===== src/rtl/two_way_branch_history_and_target_buffer_core_assert.svh =====
// Assertion macros used by the predictor core.
`ifndef TWO_WAY_BRANCH_HISTORY_AND_TARGET_BUFFER_CORE_ASSERT_SVH
`define TWO_WAY_BRANCH_HISTORY_AND_TARGET_BUFFER_CORE_ASSERT_SVH

// Check a consequence in the same cycle as its antecedent.
`define TWBHTB_ASSERT_NOW(name, ante, cons) \
  name: assert property (@(posedge clk) disable iff (rst) (ante) |-> (cons)) \
    else $error("predictor assertion failed");

// Check a consequence in the cycle after its antecedent.
`define TWBHTB_ASSERT_NEXT(name, ante, cons) \
  name: assert property (@(posedge clk) disable iff (rst) (ante) |=> (cons)) \
    else $error("predictor assertion failed");

`endif


===== src/rtl/twbhtb_ram.sv =====
module twbhtb_ram #(
  parameter int WIDTH = 8,
  parameter int DEPTH = 64
) (
  input  logic                     clk,
  input  logic                     we,
  input  logic [$clog2(DEPTH)-1:0] waddr,
  input  logic [WIDTH-1:0]         wdata,
  input  logic [$clog2(DEPTH)-1:0] raddr,
  output logic [WIDTH-1:0]         rdata
);

  logic [WIDTH-1:0] mem [DEPTH];

  always_ff @(posedge clk) begin
    if (we) begin
      mem[waddr] <= wdata;
    end
    rdata <= mem[raddr];
  end

endmodule


===== config.mk =====
export PLATFORM = sky130hd
export DESIGN_NAME = twbhtb_ram
export DESIGN_NICKNAME = d
export VERILOG_FILES = /design/src/rtl/two_way_branch_history_and_target_buffer_core_assert.svh /design/src/rtl/twbhtb_ram.sv
export SDC_FILE = /design/constraint.sdc
export NUM_CORES = 1
export LEC_CHECK = 0
export BUFFER_PORTS_ARGS = -buffer_cell sky130_fd_sc_hd__buf_2
export CELL_PAD_IN_SITES_DETAIL_PLACEMENT = 0
export CELL_PAD_IN_SITES_GLOBAL_PLACEMENT = 1
export CORE_MARGIN = 2
export CORE_UTILIZATION = 30
export DETAILED_ROUTE_END_ITERATION = 6
export GPL_ROUTABILITY_DRIVEN = 0
export PLACE_DENSITY_LB_ADDON = 0.1
export SYNTH_ARGS = -nofsm -noshare
export SYNTH_HDL_FRONTEND = slang
export SYNTH_SLANG_ARGS = --single-unit

===== constraint.sdc =====
create_clock -name clk -period 2 [get_ports clk]
set_input_delay 0.4 -clock clk [delete_from_list [all_inputs] [get_ports clk]]
set_output_delay 0.4 -clock clk [all_outputs]
set_load 0.02 [all_outputs]

==> results.py <==
metrics = {
    "worst_setup_path": {
        "crit_path_end_kind": "flip-flop",
        "r2r-end": "rdata[4]$_DFF_P_",
        "crit_buf_inv": 1,
        "cp_max_fo": 1,
        "r2r_slack_ns": 0.04,
        "path_delay_family": "multiplexers",
        "slowest_delay_ns": 0.47,
        "critPathLaunchType": "flip-flop",
        "cp.arrival_ns": 2.42,
        "r2r_start": "mem[20][4]$_DFFE_PP_",
        "rr_worst_depth": 6,
        "critical_path_class": "flip-flop to flip-flop",
        "crit_chain": "mux4_2 > mux2_4 > o221a_2 > nor3_1 > buf_4 > o32ai_1",
        "crit_slowest_cell": "mux4_2",
        "cp.required_ns": 2.47,
    },
    "placed_design": {
        "place_area_mm2": 0.0228,
        "dp_hpwl_um": 34600,
        "pre_cts_ws_ns": -0.709,
        "dp_cells": 1971,
        "port_buffers": 29,
    },
    "min_path": {
        "min_path_type": "input port to flip-flop",
        "hold_depth": 3,
        "hp-start": "raddr[5]",
        "holdPathEnd": "rdata[2]$_DFF_P_",
    },
    "sta": {
        "fin_skew_ns": 0.0242,
        "fmax_mhz": 511,
        "finalHoldViolations": 0,
        "relSlewSlack_pct": 49.5,
        "fin_ws_ns": 0.0438,
        "min_period_over_period_pct": 97.8,
        "worst_slew_pin_slew_ns": 0.758,
        "finalSetupViolations": 0,
        "timing.setup.tns_ns": 0,
        "finalCriticalPeriod_ns": 1.96,
        "slew_viol_final": 0,
        "rsz0062_at_grt": "false",
    },
    "cts": {
        "clock_sinks": 520,
        "htree_levels": 2,
        "cts.clk_slew.worst_paths_ns": 0.06,
        "numCtsBuffers": 57,
        "post_cts_buffers": 0,
        "cts_tree": "yes",
        "clkLatencyLatePin_ns": 0.61,
        "cts_root_buf": "clkbuf_16",
        "cts_max_path_buffers": 3,
    },
    "floorplan": {
        "initial_core_util_pct": 30.2,
        "die_h_um": 263,
        "die_width_um": 263,
        "dieArea_mm2": 0.0693,
        "io_pins": 30,
        "rows": 95,
        "core_area_mm2": 0.0668,
    },
    "grt": {
        "grt_usage_pct": 15.3,
        "antenna_found_initial": 3,
        "grt_pass1_wl_um": 75900,
        "grt_max_degree": 65,
        "grt_pass1_vias": 10400,
        "overflow": 0,
    },
    "synth": {
        "synthFlopType": "edfxtp_1",
        "synth_common_cells": "edfxtp_1 (512), mux4_2 (126), nor2_1 (83), mux2i_1 (23), nand2_1 (19)",
        "synth_top_area_share_pct": 76.2,
        "synth_cell_type_count": 40,
        "netlist_area_mm2": 0.0202,
        "synth_warnings": 0,
        "yosys-top-cells-area": "edfxtp_1 (76%), mux4_2 (14%), nor2_1 (1.5%), mux2i_1 (1.1%), dfxtp_1 (0.79%)",
        "yosysMostFrequentCell": "edfxtp_1",
        "synthesis.instances": 940,
        "avgSynthCellArea_um2": 21.5,
        "synth_top_cell_by_area": "edfxtp_1",
        "async_flop_share_pct": 0,
        "yosys_register_bits": 520,
        "synth_enable_flop_cells": 512,
        "synth-seq-area-share_pct": 77.0,
        "synth_nets": 962,
    },
    "drt": {
        "vias_per_cell": 4.71,
        "firstDrtPassIters": 5,
        "wl_um": 52600,
        "vias": 9786,
        "wire_per_inst_um": 25.3,
        "drcViolationCount": 0,
        "drtIter0Drc": 661,
        "final_antenna_net_count": 0,
    },
    "power_and_ir_drop": {
        "power_density_mw_per_mm2": 947,
        "leakage_nw": 7.93,
        "vdd_drop_max_uv": 616,
    },
    "finish": {
        "finalInstanceArea_mm2": 0.0245,
        "final_core_util_pct": 36.7,
        "drive_gt1_share_pct": 35.6,
        "area_growth_pct": 21.5,
        "nNetsFinal": 1179,
        "fill_cells": 6195,
        "final_cells": 2078,
    },
    "job": {
        "maxCapViolCount": 0,
    },
    "status": {
        "status": "finished clean",
    },
}
[cells by family (layout without fill, tap and decap cells)]
kind of cell	Yosys count	in the layout	synth area share, %
flops	520	520	77.0
mux	162	162	15.9
simple gates	153	153	3.39
compound gates	54	54	2.07
buf+inv	51	315	1.57
other cells	0	1	0
[registers in the layout, summed over array words and instances (netlist names)]
register / cells
rdata: 8
mem: 512
[layout make-up]
class                   count  area [µm²]  area share, %
flip-flops and latches    520       15500           63.4
multi-input cells         369        4340           17.7
repair buffers            209        1820           7.44
clock buffers              82        1560           6.37
well taps                 873        1090           4.46
clock inverters            24         151          0.618
diodes                      1        2.50         0.0102
[what timing repair did]
| action | 4_1_cts | 5_1_grt |
|---|---|---|
| gates resized for setup | 1 | 3 |
| endpoints found under the setup margin | 1 | 3 |
| hold buffers | 0 | 0 |
[report_power, final]
part	internal [mW]	total [mW]	switching (mW)
clock	5.52	9.71	4.19
sequential	12.1	12.1	0.0485
combinational	0.596	1.39	0.795
total	18.2	23.2	5.03
[routing by layer]
metal	GRT usage (%)	part of all wire [%]	vias to the layer above
met5	0	0.025	-
met4	4.56	2.2	2
met3	2.30	3.4	72
met2	24.1	46	149
met1	22.1	48	5192
li1	-	-	4371
[how the worst max path moves through the flow]
stage | from | end | cells past startpoint
floorplan | raddr[0] | rdata[3]$_DFF_P_ | 6
global placement | raddr[0] | rdata[7]$_DFF_P_ | 7
detailed placement | raddr[0] | rdata[7]$_DFF_P_ | 7
CTS | mem[20][4]$_DFFE_PP_ | rdata[4]$_DFF_P_ | 6
global route | mem[17][4]$_DFFE_PP_ | rdata[4]$_DFF_P_ | 6
finish | mem[20][4]$_DFFE_PP_ | rdata[4]$_DFF_P_ | 6
[layout by cell type (no fill, tap or decap), types with 4 or more instances in the layout]
| cell | n |
|---|---|
| nand2b_1 | 7 |
| a221oi_1 | 6 |
| a211oi_1 | 4 |
| clkinvlp_4 | 4 |
| clkinv_2 | 8 |
| o22ai_1 | 6 |
| o221ai_1 | 8 |
| nor2b_1 | 14 |
| clkbuf_8 | 4 |
| clkbuf_1 | 21 |
| nor2_1 | 83 |
| buf_4 | 157 |
| nand2_1 | 19 |
| clkinv_1 | 9 |
| dfxtp_1 | 8 |
| mux2_2 | 12 |
| mux2i_1 | 23 |
| buf_2 | 26 |
| buf_12 | 25 |
| clkbuf_16 | 57 |
| mux4_2 | 126 |
| nand3_1 | 13 |
| nor3_1 | 7 |
| edfxtp_1 | 512 |
[worst min-delay path, stage by stage]
cell	delay [ns]
buf_2	0.20
nand2_1	0.10
o2bb2ai_1	0.05
[metrics by stage]
step / power, mW / hold WS (ns)
final: 23.2 / 0.193
after CTS: 23.6 / 0.165
after global placement: 13.8 / 0.800
after floorplan: 13.0 / 0.499
after detailed placement: 13.8 / 0.829
after global routing: 24.0 / 0.191
No activity file was read; power rests on OpenSTA's default activity.
