==> src/rtl/two_way_branch_history_and_target_buffer_core_assert.svh <==
// Assertion macros used by the predictor core.
`ifndef TWO_WAY_BRANCH_HISTORY_AND_TARGET_BUFFER_CORE_ASSERT_SVH
`define TWO_WAY_BRANCH_HISTORY_AND_TARGET_BUFFER_CORE_ASSERT_SVH

// Check a consequence in the same cycle as its antecedent.
`define TWBHTB_ASSERT_NOW(name, ante, cons) \
  name: assert property (@(posedge clk) disable iff (rst) (ante) |-> (cons)) \
    else $error("predictor assertion failed");

// Check a consequence in the cycle after its antecedent.
`define TWBHTB_ASSERT_NEXT(name, ante, cons) \
  name: assert property (@(posedge clk) disable iff (rst) (ante) |=> (cons)) \
    else $error("predictor assertion failed");

`endif

==> src/rtl/twbhtb_pkg.sv <==
package twbhtb_pkg;

  localparam int INDEX_BITS = 6;
  localparam int NUM_SETS   = 1 << INDEX_BITS;
  localparam int TAG_BITS   = 30 - INDEX_BITS;

  localparam logic CMD_LOOKUP = 1'b0;
  localparam logic CMD_UPDATE = 1'b1;

  localparam logic [1:0] CNT_STRONG_NT = 2'b00;
  localparam logic [1:0] CNT_WEAK_NT   = 2'b01;
  localparam logic [1:0] CNT_WEAK_T    = 2'b10;
  localparam logic [1:0] CNT_STRONG_T  = 2'b11;

  typedef struct packed {
    logic [1:0]          cnt;
    logic [TAG_BITS-1:0] tag;
    logic [31:0]         target;
  } way_t;

  typedef struct packed {
    way_t w1;
    way_t w0;
  } set_t;

  typedef struct packed {
    logic        cmd;
    logic [31:0] pc;
    logic [31:0] disp;
    logic        taken;
  } req_t;

  typedef struct packed {
    logic        hit;
    logic        predict_taken;
    logic [31:0] predicted_target;
  } rsp_t;

  typedef struct packed {
    logic [1:0] valid;
    logic       older;
  } ctl_t;

  function automatic logic [1:0] step_counter(input logic [1:0] c, input logic t);
    logic [1:0] r;
    r = c;
    case (c)
      CNT_STRONG_NT: r = t ? CNT_WEAK_NT  : CNT_STRONG_NT;
      CNT_WEAK_NT:   r = t ? CNT_WEAK_T   : CNT_STRONG_NT;
      CNT_WEAK_T:    r = t ? CNT_STRONG_T : CNT_WEAK_NT;
      CNT_STRONG_T:  r = t ? CNT_STRONG_T : CNT_WEAK_T;
      default:       r = c;
    endcase
    return r;
  endfunction

endpackage

==> src/rtl/twbhtb_resolve.sv <==
module twbhtb_resolve (
  input  twbhtb_pkg::req_t req,
  input  twbhtb_pkg::ctl_t ctl,
  input  twbhtb_pkg::set_t rd,
  output twbhtb_pkg::rsp_t rsp,
  output twbhtb_pkg::ctl_t ctl_next,
  output twbhtb_pkg::set_t wr,
  output logic             we
);

  logic [twbhtb_pkg::TAG_BITS-1:0] tag;
  logic                            m0;
  logic                            m1;
  twbhtb_pkg::way_t                sel;
  twbhtb_pkg::way_t                fresh;
  logic                            victim;

  assign tag = req.pc[31:twbhtb_pkg::INDEX_BITS+2];
  assign m0  = ctl.valid[0] && (rd.w0.tag == tag);
  assign m1  = ctl.valid[1] && (rd.w1.tag == tag);
  assign sel = m0 ? rd.w0 : rd.w1;
  assign we  = (req.cmd == twbhtb_pkg::CMD_UPDATE);

  always_comb begin
    fresh.cnt    = req.taken ? twbhtb_pkg::CNT_WEAK_T : twbhtb_pkg::CNT_WEAK_NT;
    fresh.tag    = tag;
    fresh.target = req.pc + req.disp;

    if (!ctl.valid[0]) begin
      victim = 1'b0;
    end else if (!ctl.valid[1]) begin
      victim = 1'b1;
    end else begin
      victim = ctl.older;
    end

    rsp.hit              = m0 || m1;
    rsp.predict_taken    = 1'b0;
    rsp.predicted_target = '0;
    wr                   = rd;
    ctl_next             = ctl;

    if (req.cmd == twbhtb_pkg::CMD_LOOKUP) begin
      rsp.predict_taken    = (m0 || m1) && sel.cnt[1];
      rsp.predicted_target = ((m0 || m1) && sel.cnt[1]) ? sel.target : req.pc;
    end else if (m0) begin
      wr.w0.cnt = twbhtb_pkg::step_counter(rd.w0.cnt, req.taken);
    end else if (m1) begin
      wr.w1.cnt = twbhtb_pkg::step_counter(rd.w1.cnt, req.taken);
    end else begin
      if (victim) begin
        wr.w1 = fresh;
      end else begin
        wr.w0 = fresh;
      end
      ctl_next.valid[victim] = 1'b1;
      ctl_next.older         = ~victim;
    end
  end

endmodule

==> config.mk <==
export PLATFORM = sky130hd
export DESIGN_NAME = twbhtb_resolve
export DESIGN_NICKNAME = d
export VERILOG_FILES = /design/src/rtl/two_way_branch_history_and_target_buffer_core_assert.svh /design/src/rtl/twbhtb_pkg.sv /design/src/rtl/twbhtb_resolve.sv
export SDC_FILE = /design/constraint.sdc
export NUM_CORES = 1
export LEC_CHECK = 0
export BUFFER_PORTS_ARGS = -buffer_cell sky130_fd_sc_hd__buf_4
export CORE_AREA = 2 2 132 134
export DETAILED_ROUTE_END_ITERATION = 12
export DIE_AREA = 0 0 134 136
export GPL_TIMING_DRIVEN = 0
export SETUP_SLACK_MARGIN = 0.1
export SYNTH_ARGS = -nofsm -noshare
export SYNTH_HDL_FRONTEND = slang
export SYNTH_SLANG_ARGS = --single-unit
export TNS_END_PERCENT = 10
==> constraint.sdc <==
create_clock -name vclk -period 5
set_input_delay 1.25 -clock vclk [all_inputs]
set_output_delay 1.25 -clock vclk [all_outputs]
set_load 0.02 [all_outputs]
==> results.py, run 1 <==
metrics = {
    "worst_setup_path": {
        "timing.critical_path.required_ps": 3750,
        "max_stage_delay_ps": 430,
        "critical_path.startpoint_type": "primary input",
        "setup_cp_type": "primary input to output pin",
        "critical_path_peak_fanout": 3,
        "critical_path_arrival_ps": 3790,
        "crit_slowest_cell": "or4_4",
        "cp_cell_sequence": "buf_6 > ha_4 > fa_2 > a211oi_4 > o21ai_2 > and4bb_2 > o21ai_2 > a21boi_2 > mux2i_1 > or4_4 > mux2_4 > buf_6",
        "nature_of_the_critical_path_endpoint": "output pin",
    },
    "detailed_routing": {
        "post_drt_wl_per_cell_um": 21.8,
        "via_density_per_instance": 5.39,
        "dr_total_vias": 6640,
        "detail-route-antenna-nets": 0,
        "detail_route.drc_violations": 0,
        "drt-pass1-iter-count": 7,
        "dr.first_iter.drc_count": 292,
        "routed_wirelength_mm": 26.9,
    },
    "grt": {
        "grt_overflow": 0,
        "grt_pass1_vias": 6342,
        "grt_max_degree": 11,
        "grtUsageTotal_pct": 27.0,
        "wire_length_of_the_first_global_routing_pass_mm": 38.2,
        "antenna_found_initial": 0,
    },
    "place": {
        "gp_congestion": 0.919,
        "dp_hpwl_mm": 21.4,
        "numPlacedInstances": 1204,
        "portBuffers": 338,
        "detailed_place.area_um2": 7730,
    },
    "floorplan": {
        "floorplan.initialDensity_pct": 29.0,
        "die_height_um": 136,
        "placementRows": 48,
        "floorplan.io_pins": 339,
        "die-width_um": 134,
        "die_area_um2": 18200,
        "core_area_um2": 16900,
    },
    "logic_synthesis": {
        "synth_largest_area_cell": "mux2_4",
        "synth_area_per_cell_um2": 7.65,
        "netlist_area_um2": 4900,
        "synthesis.instances": 641,
        "fraction_of_synthesized_cell_area_taken_by_the_top_area_cell_type_pct": 16.5,
        "synth-seq-area-share_pct": 0,
        "synth_cell_types": 57,
        "yosys-top-cells-area": "mux2_4 17%, xnor2_1 11%, mux2_2 9.2%, ha_1 7.9%, nand2_1 7.7%",
        "yosys_warnings": 0,
        "syn_nets": 858,
    },
    "cells_and_area": {
        "finish.utilization_pct": 56.1,
        "layout-drive-gt1-share_pct": 58.6,
        "finalNonFillerCells": 1233,
        "n_clock_buffer": 0,
        "nFlopsAndLatches": 0,
        "nNetsFinal": 1227,
        "layout.area.seq_um2": 0,
        "fin_area_um2": 9470,
        "syn2layout_area_growth_pct": 93.1,
        "count_of_inserted_antenna_diode_cells": 0,
    },
    "power_and_ir_drop": {
        "leakagePower_uw": 0.00450,
        "ir_worst_vdd_mv": 0.0784,
        "powerDensity_nw_per_um2": 134,
    },
    "timing": {
        "relSlewSlack_pct": 46.1,
        "final_hold_viol_count": 0,
        "post-route-period-util_pct": 101,
        "transition_time_of_the_tightest_slew_check_pin_ps": 800,
        "slew_viol_final": 0,
        "grt_setup_unrepaired": "true",
        "max_freq_mhz": 198,
        "fin_crit_ps": 5040,
        "postLayoutSetupSlackWorst_ps": -44.7,
        "setup_viol": 37,
    },
    "outcome": {
        "violations": "setup timing",
        "outcome": "finished, violations left",
    },
    "job": {
        "timing.max_cap.violations": 0,
    },
    "min_path": {
        "min_path_type": "primary input to output pin",
    },
    "clock_tree": {
        "hold_buffers": 0,
    },
}
power breakdown:
part / internal, uW / switching (uW) / leakage, uW
Clock: 0 / 0 / 0
Combinational: 646 / 623 / 0.00450
Sequential: 0 / 0 / 0
Total: 646 / 623 / 0.00450
logic make-up (layout without fill, tap and decap cells):
kind of cell	Yosys count	after routing	synth area share [%]
fa+ha+maj	32	32	8.32
compound gates	156	156	21.5
mux	107	107	28.7
xor+xnor	77	77	13.8
buf+inv	56	423	7.71
simple gates	213	213	20.0
final timing paths:
check                from      to  slack, ps  depth (start not counted)
hold / removal    req[65]      we       2820                          3
setup / recovery  req[33]  wr[20]        -40                         12
layout make-up:
class / count / area (um2)
inverters: 12 / 48.8
plain buffers: 43 / 470
fillers: 1596 / 7410
well taps: 225 / 282
multi-input cells: 585 / 5370
repair buffers: 368 / 3300
repair_timing:
action / in CTS / in global routing
gates resized for setup: 173 / 142
endpoints found under the setup margin: 151 / 149
cloned: 1 / 3
buffers inserted: 14 / 12
pin swaps: 25 / 18
critical path: cells and delay by family:
family	cells	cell delay, ps
adders and majority gates	2	550
AOI/OAI and AO/OA	4	660
muxes	2	420
buffers and inverters	2	230
and+or+nand+nor	2	700
synth_stat cells, types with 4 or more instances:
cell type / number
inv_1: 11
a211oi_1: 4
a21o_1: 19
a311oi_1: 32
nor2_1: 53
mux2_1: 12
o21ai_0: 28
a21oi_1: 36
xor2_1: 18
xnor2_1: 59
o21a_1: 7
clkbuf_1: 28
ha_1: 31
mux2_4: 54
o21bai_1: 4
buf_12: 8
a31oi_1: 5
and3_1: 5
buf_6: 4
mux2_2: 40
nand4_1: 20
nand3_1: 9
nand2_1: 100
nor2b_1: 4
stage by stage:
stage               setup slack, ps  hold slack [ps]  total power [uW]  setup TNS (ps)
detailed placement             -985             2810              1040          -63520
CTS                           -42.8             2820              1160            -718
global route                   -119             2830              1340           -3720
finish                        -44.7             2820              1270            -900
floorplan                       105             2610               599               0
global placement              -1020             2810              1040          -62410
cells in the final DEF, fill, tap and decap left out, types with 5 or more instances in the layout:
| cell type | instances |
|---|---|
| o21ai_0 | 19 |
| o21ai_2 | 5 |
| xnor2_1 | 38 |
| mux2_2 | 27 |
| a21o_1 | 19 |
| ha_2 | 6 |
| nor2_1 | 52 |
| nand2_1 | 99 |
| a311oi_2 | 11 |
| ha_1 | 17 |
| nand4_1 | 20 |
| ha_4 | 8 |
| xnor2_4 | 17 |
| buf_12 | 18 |
| nand3_1 | 9 |
| mux2_4 | 78 |
| a311oi_1 | 21 |
| buf_8 | 11 |
| a21oi_2 | 7 |
| and3_1 | 5 |
| xor2_1 | 17 |
| buf_6 | 93 |
| inv_1 | 11 |
| buf_4 | 267 |
| o21a_1 | 7 |
| a21oi_1 | 29 |
| clkbuf_1 | 10 |
layer usage:
layer	share of wire, %	wire length [um]	GRT usage (%)
met1	42	11200	35.7
met4	1.5	411	2.54
met5	0	0	0
met3	6.5	1760	3.06
met2	50	13500	48.8
Note: power is estimated with default switching activity, not from simulation.
==> run 2: changes to the inputs <==
clock period = 4.15 ns   (was 5 ns; I/O delays follow)
==> run 2 against run 1 <==
Die area did not move. Non-clock buffer count fell by 3. Sequential share of layout area unchanged. Clock-buffer cell count unchanged. Wire length decreased by 0.18%. Utilization rose by 0.65 points. The run still ends with setup timing left. Via count down 0.83%. Worst setup slack worse by 410 ps. Global-route usage decreased by 0.34 points. First-iteration DRC count rose by 22%.
==> results.py, run 2 (synthesis results as in run 1) <==
metrics = {
    "worst_setup_path": {
        "cell_family_contributing_the_most_delay_on_the_critical_path": "simple AND/OR/NAND/NOR gates",
        "critical_path_arrival_ps": 3570,
        "critical_path.startpoint_type": "primary input",
        "cp_common_cell": "buf_6",
        "max_stage_delay_ps": 430,
        "crit_path_buffers_inverters": 2,
        "setup_cp_type": "primary input to output pin",
        "timing.critical_path.required_ps": 3110,
        "nature_of_the_critical_path_endpoint": "output pin",
        "worstSetupPathDepth": 12,
        "critical_path_peak_fanout": 2,
        "cp_cell_sequence": "buf_6 > ha_4 > fa_2 > a211oi_4 > o21ai_2 > and4bb_2 > o21ai_4 > a21boi_4 > mux2i_1 > or4_1 > mux2_4 > buf_6",
        "crit_slowest_cell": "or4_1",
    },
    "timing": {
        "postLayoutSetupSlackWorst_ps": -459,
        "grt_setup_unrepaired": "true",
        "relSlewSlack_pct": 36.7,
        "setup_viol": 149,
        "final_hold_viol_count": 0,
        "transition_time_of_the_tightest_slew_check_pin_ps": 949,
        "slew_viol_final": 0,
        "max_freq_mhz": 217,
        "fin_crit_ps": 4610,
        "post-route-period-util_pct": 111,
    },
    "detailed_routing": {
        "dr.first_iter.drc_count": 357,
        "drt-pass1-iter-count": 5,
        "post_drt_wl_per_cell_um": 21.8,
        "dr_total_vias": 6585,
        "routed_wirelength_mm": 26.8,
        "detail_route.drc_violations": 0,
        "detail-route-antenna-nets": 0,
        "via_density_per_instance": 5.35,
    },
    "min_path": {
        "hold_path_startpoint": "rd[60]",
        "whs_endpoint": "wr[60]",
        "number_of_instances_on_the_worst_hold_path": 4,
        "min_path_type": "primary input to output pin",
    },
    "floorplan": {
        "floorplan.io_pins": 339,
        "die_area_um2": 18200,
        "die-width_um": 134,
        "die_height_um": 136,
        "placementRows": 48,
        "floorplan.initialDensity_pct": 29.0,
        "core_area_um2": 16900,
    },
    "cells_and_area": {
        "layout-drive-gt1-share_pct": 61.4,
        "n_clock_buffer": 0,
        "syn2layout_area_growth_pct": 95.4,
        "nFlopsAndLatches": 0,
        "count_of_inserted_antenna_diode_cells": 0,
        "layout_common_cells": "271 x buf_4, 96 x nand2_1, 94 x buf_6, 63 x mux2_4, 49 x nor2_1",
        "layout.cells.most_common": "buf_4",
        "layout.area.seq_um2": 0,
        "nNetsFinal": 1224,
    },
    "place": {
        "detailedPlace.worstSlack_ps": -1100,
        "portBuffers": 338,
        "gp_congestion": 0.929,
        "dp_hpwl_mm": 21.4,
    },
    "clock_tree": {
        "hold_buffers": 0,
    },
    "power_and_ir_drop": {
        "ir_worst_vdd_mv": 0.0815,
        "fin_total_pwr_uw": 1520,
        "powerDensity_nw_per_um2": 159,
        "leakagePower_uw": 0.00447,
    },
    "outcome": {
        "violations": "setup timing",
        "outcome": "finished, violations left",
    },
    "grt": {
        "grt_pass1_vias": 6346,
        "grt_max_degree": 11,
        "wire_length_of_the_first_global_routing_pass_mm": 37.8,
        "grt_overflow": 0,
        "antenna_found_initial": 0,
        "grtUsageTotal_pct": 26.7,
    },
    "job": {
        "timing.max_cap.violations": 0,
    },
}
==> run 2: where the power goes <==
part / leakage (uW) / switching [uW] / internal [uW]
Sequential: 0 / 0 / 0
Combinational: 0.00447 / 756 / 764
Clock: 0 / 0 / 0
==> run 2: worst max path at each step <==
stage | from | end
floorplan | req[64] | wr[52]
global placement | req[43] | rsp[22]
detailed placement | req[43] | rsp[13]
CTS | req[33] | wr[20]
global route | req[46] | wr[53]
finish | req[33] | wr[20]
==> run 2: repair_timing <==
action                                  CTS  global route
endpoints found under the setup margin  151           151
setup buffers                             8            12
cloned                                    2             5
resized for setup                       112           177
pin swaps                                22            21
==> run 2: metrics by stage <==
step / util, % / cells / setup TNS (ps) / instance area, um2 / hold WS, ps
floorplan: - / 641 / -4520 / 5180 / 2190
global placement: 47.4 / 1204 / -99630 / 8000 / 2390
detailed placement: 47.4 / 1204 / -96640 / 8000 / 2400
CTS: 51.2 / 1214 / -55660 / 8650 / 2400
global route: 56.8 / 1230 / -58290 / 9580 / 2400
finish: 56.8 / 1230 / -47920 / 9580 / 2390
==> run 2: metal layers <==
| layer | wire length (um) | up-vias | global-route usage, % |
|---|---|---|---|
| met5 | 0 | - | 0 |
| met4 | 465 | 0 | 3.72 |
| met3 | 1400 | 27 | 2.87 |
| met2 | 13200 | 277 | 47.3 |
| met1 | 11700 | 3175 | 35.6 |
| li1 | - | 3106 | - |
==> run 2: layout make-up <==
type               count  area [um2]
inverters             12        46.3
fillers             1547        7300
well taps            225         282
repair buffers       365        3210
multi-input cells    585        5520
plain buffers         43         526
==> run 3: changes to the inputs <==
ABC_AREA = 1   (was not set)
ABC_CLOCK_PERIOD_IN_PS = 4150   (was not set)
PLACE_DENSITY = 0.69   (was not set)
==> run 3 against run 2 <==
The run now ends clean. Clock-buffer cell count stayed put. Via count rose by 49%. Utilization down 2.0 points. Global-route usage rose by 10 points. Wire length increased by 34%. Final cell count is 51% higher. Design area is 3.6% lower. Largest cell class unchanged. Highest routed layer unchanged.
==> results.py, run 3 <==
metrics = {
    "logic_synthesis": {
        "synth_largest_area_cell": "nand2_1",
        "synthesis.instances": 1281,
        "syn_nets": 1498,
        "synth_cell_types": 38,
        "synth_area_per_cell_um2": 4.56,
        "fraction_of_synthesized_cell_area_taken_by_the_top_area_cell_type_pct": 41.5,
        "synthMostInstantiatedCell": "nand2_1",
        "yosys_warnings": 0,
        "synth-seq-area-share_pct": 0,
        "netlist_top_cells_count": "646 x nand2_1, 135 x nor2_1, 123 x inv_1",
        "netlist_area_um2": 5840,
        "yosys-top-cells-area": "nand2_1 42%, nor2_1 8.7%, inv_1 7.9%, ha_1 6.6%, nand4_1 5.8%",
    },
    "clock_tree": {
        "hold_buffers": 0,
    },
    "floorplan": {
        "core_area_um2": 16900,
        "floorplan.initialDensity_pct": 34.6,
        "placementRows": 48,
        "floorplan.io_pins": 339,
        "die_area_um2": 18200,
        "die_height_um": 136,
        "die-width_um": 134,
    },
    "detailed_routing": {
        "detail_route.drc_violations": 0,
        "post_drt_wl_per_cell_um": 19.4,
        "drt-pass1-iter-count": 6,
        "dr_total_vias": 9790,
        "dr.first_iter.drc_count": 892,
        "wl_met3_mm": 3.26,
        "via_density_per_instance": 5.28,
        "detail-route-antenna-nets": 0,
        "detailroute.wirelength.met2_mm": 16.1,
        "routed_wirelength_mm": 36.0,
        "wl_met1_mm": 15.1,
        "highest-signal-layer": "met4",
    },
    "grt": {
        "grtUsageTotal_pct": 37.1,
        "grt_pass1_vias": 9035,
        "wire_length_of_the_first_global_routing_pass_mm": 52.0,
        "grt_overflow": 0,
        "grt_max_degree": 11,
        "antenna_found_initial": 0,
    },
    "cells_and_area": {
        "nNetsFinal": 1848,
        "layout_common_cells": "625 x nand2_1, 354 x buf_4, 120 x inv_1, 113 x nor2_1, 54 x nand4_1",
        "layout.area.seq_um2": 0,
        "n_clock_buffer": 0,
        "syn2layout_area_growth_pct": 58.1,
        "nFlopsAndLatches": 0,
        "fin_area_um2": 9230,
        "layout.cells.most_common": "nand2_1",
        "finish.utilization_pct": 54.7,
        "layout-drive-gt1-share_pct": 31.3,
        "fill_cells": 1891,
        "count_of_inserted_antenna_diode_cells": 0,
    },
    "job": {
        "timing.max_cap.violations": 0,
    },
    "timing": {
        "postLayoutSetupSlackWorst_ps": 75.5,
        "post-route-period-util_pct": 98.2,
        "transition_time_of_the_tightest_slew_check_pin_ps": 581,
        "fin_crit_ps": 4070,
        "max_freq_mhz": 245,
        "relSlewSlack_pct": 61.3,
        "setup_viol": 0,
        "grt_setup_unrepaired": "true",
        "setup_tns_ps": 0,
        "slew_viol_final": 0,
        "final_hold_viol_count": 0,
        "worst_hold_slack_ps": 2380,
    },
    "worst_setup_path": {
        "cell_family_contributing_the_most_delay_on_the_critical_path": "simple AND/OR/NAND/NOR gates",
        "timing.critical_path.required_ps": 3110,
        "critical_path_peak_fanout": 6,
        "critical_path.startpoint_type": "primary input",
        "crit_slowest_cell": "ha_2",
        "max_stage_delay_ps": 420,
        "nature_of_the_critical_path_endpoint": "output pin",
        "setup_cp_type": "primary input to output pin",
        "cp_common_cell": "nand2_1",
        "cp_cell_sequence": "buf_4 > ha_2 > nand2_1 > nor2_2 > nand2_1 > nor4_2 > o21ai_2 > nand2_1 > nand2_1 > nand2_2 > nand2_1 > nand2_1 > buf_4",
        "critical_path_arrival_ps": 3040,
        "crit_path_buffers_inverters": 2,
    },
    "place": {
        "gp_congestion": 1.07,
        "detailedPlace.worstSlack_ps": -250,
        "dp_hpwl_mm": 30.3,
        "detailed_place.area_um2": 8650,
        "portBuffers": 337,
    },
    "power_and_ir_drop": {
        "powerDensity_nw_per_um2": 152,
        "ir_worst_vdd_mv": 0.0799,
        "leakagePower_uw": 0.00546,
    },
    "outcome": {
        "outcome": "finished clean",
    },
    "min_path": {
        "min_path_type": "primary input to output pin",
    },
}
-- run 3: cell count changes in the layout (fill, tap and decap cells not counted), moves of 28 or more --
cell | before | now
nor2_1 | 49 | 113
nand3_1 | 8 | 40
mux2_2 | 37 | 0
o21ai_0 | 14 | 42
buf_6 | 94 | 9
nand4_1 | 20 | 54
mux2_4 | 63 | 0
inv_1 | 11 | 120
nand2_1 | 96 | 625
buf_4 | 271 | 354
a311oi_2 | 29 | 0
-- run 3: power breakdown --
group / internal [uW] / switching, uW / total (uW) / leakage [uW]
registers: 0 / 0 / 0 / 0
logic: 531 / 870 / 1400 / 0.00546
clock network: 0 / 0 / 0 / 0
-- run 3: routing by layer --
layer | vias up | GRT usage, %
met1 | 4422 | 49.5
li1 | 4726 | -
met3 | 66 | 4.14
met2 | 576 | 62.2
met5 | - | 0
met4 | 0 | 12.5
-- run 3: final timing paths --
| check | from | endpoint | slack [ps] | depth (start not counted) |
|---|---|---|---|---|
| worst max-delay path | req[52] | wr[26] | 80 | 13 |
| worst min-delay path | rd[65] | wr[65] | 2380 | 4 |
-- run 3: tightest hold or removal path: cells and delay by family --
family | cells | cell delay (ps)
buffers and inverters | 2 | 210
AND/OR/NAND/NOR | 2 | 90
-- run 3: logic make-up (layout without fill, tap and decap cells) --
| logic type | Yosys count | after routing | share of synthesized area, % |
|---|---|---|---|
| and+or+nand+nor | 906 | 906 | 63.5 |
| buffers and inverters | 184 | 532 | 13.8 |
| AOI/OAI and AO/OA | 133 | 133 | 11.8 |
| adders and majority gates | 32 | 32 | 6.99 |
| xor gates and xnor gates | 26 | 26 | 3.90 |
-- run 3: repair_timing --
item / 4_1_cts / 5_1_grt
pin swaps: 5 / 14
buffers inserted: 5 / 6
gates resized for setup: 26 / 142
endpoints found under the setup margin: 107 / 143
-- run 3: area by class of cell --
type / instances / area [um2] / area share [%]
plain buffers: 47 / 368 / 3.98
inverters: 137 / 524 / 5.68
multi-input cells: 1097 / 5430 / 58.9
well taps: 225 / 282 / 3.05
repair buffers: 348 / 2630 / 28.4
-- run 3: through the flow --
step	cells	power, uW
after floorplan	1281	680
after global placement	1843	1290
after detailed placement	1843	1290
after CTS	1848	1310
after global routing	1854	1500
final	1854	1400
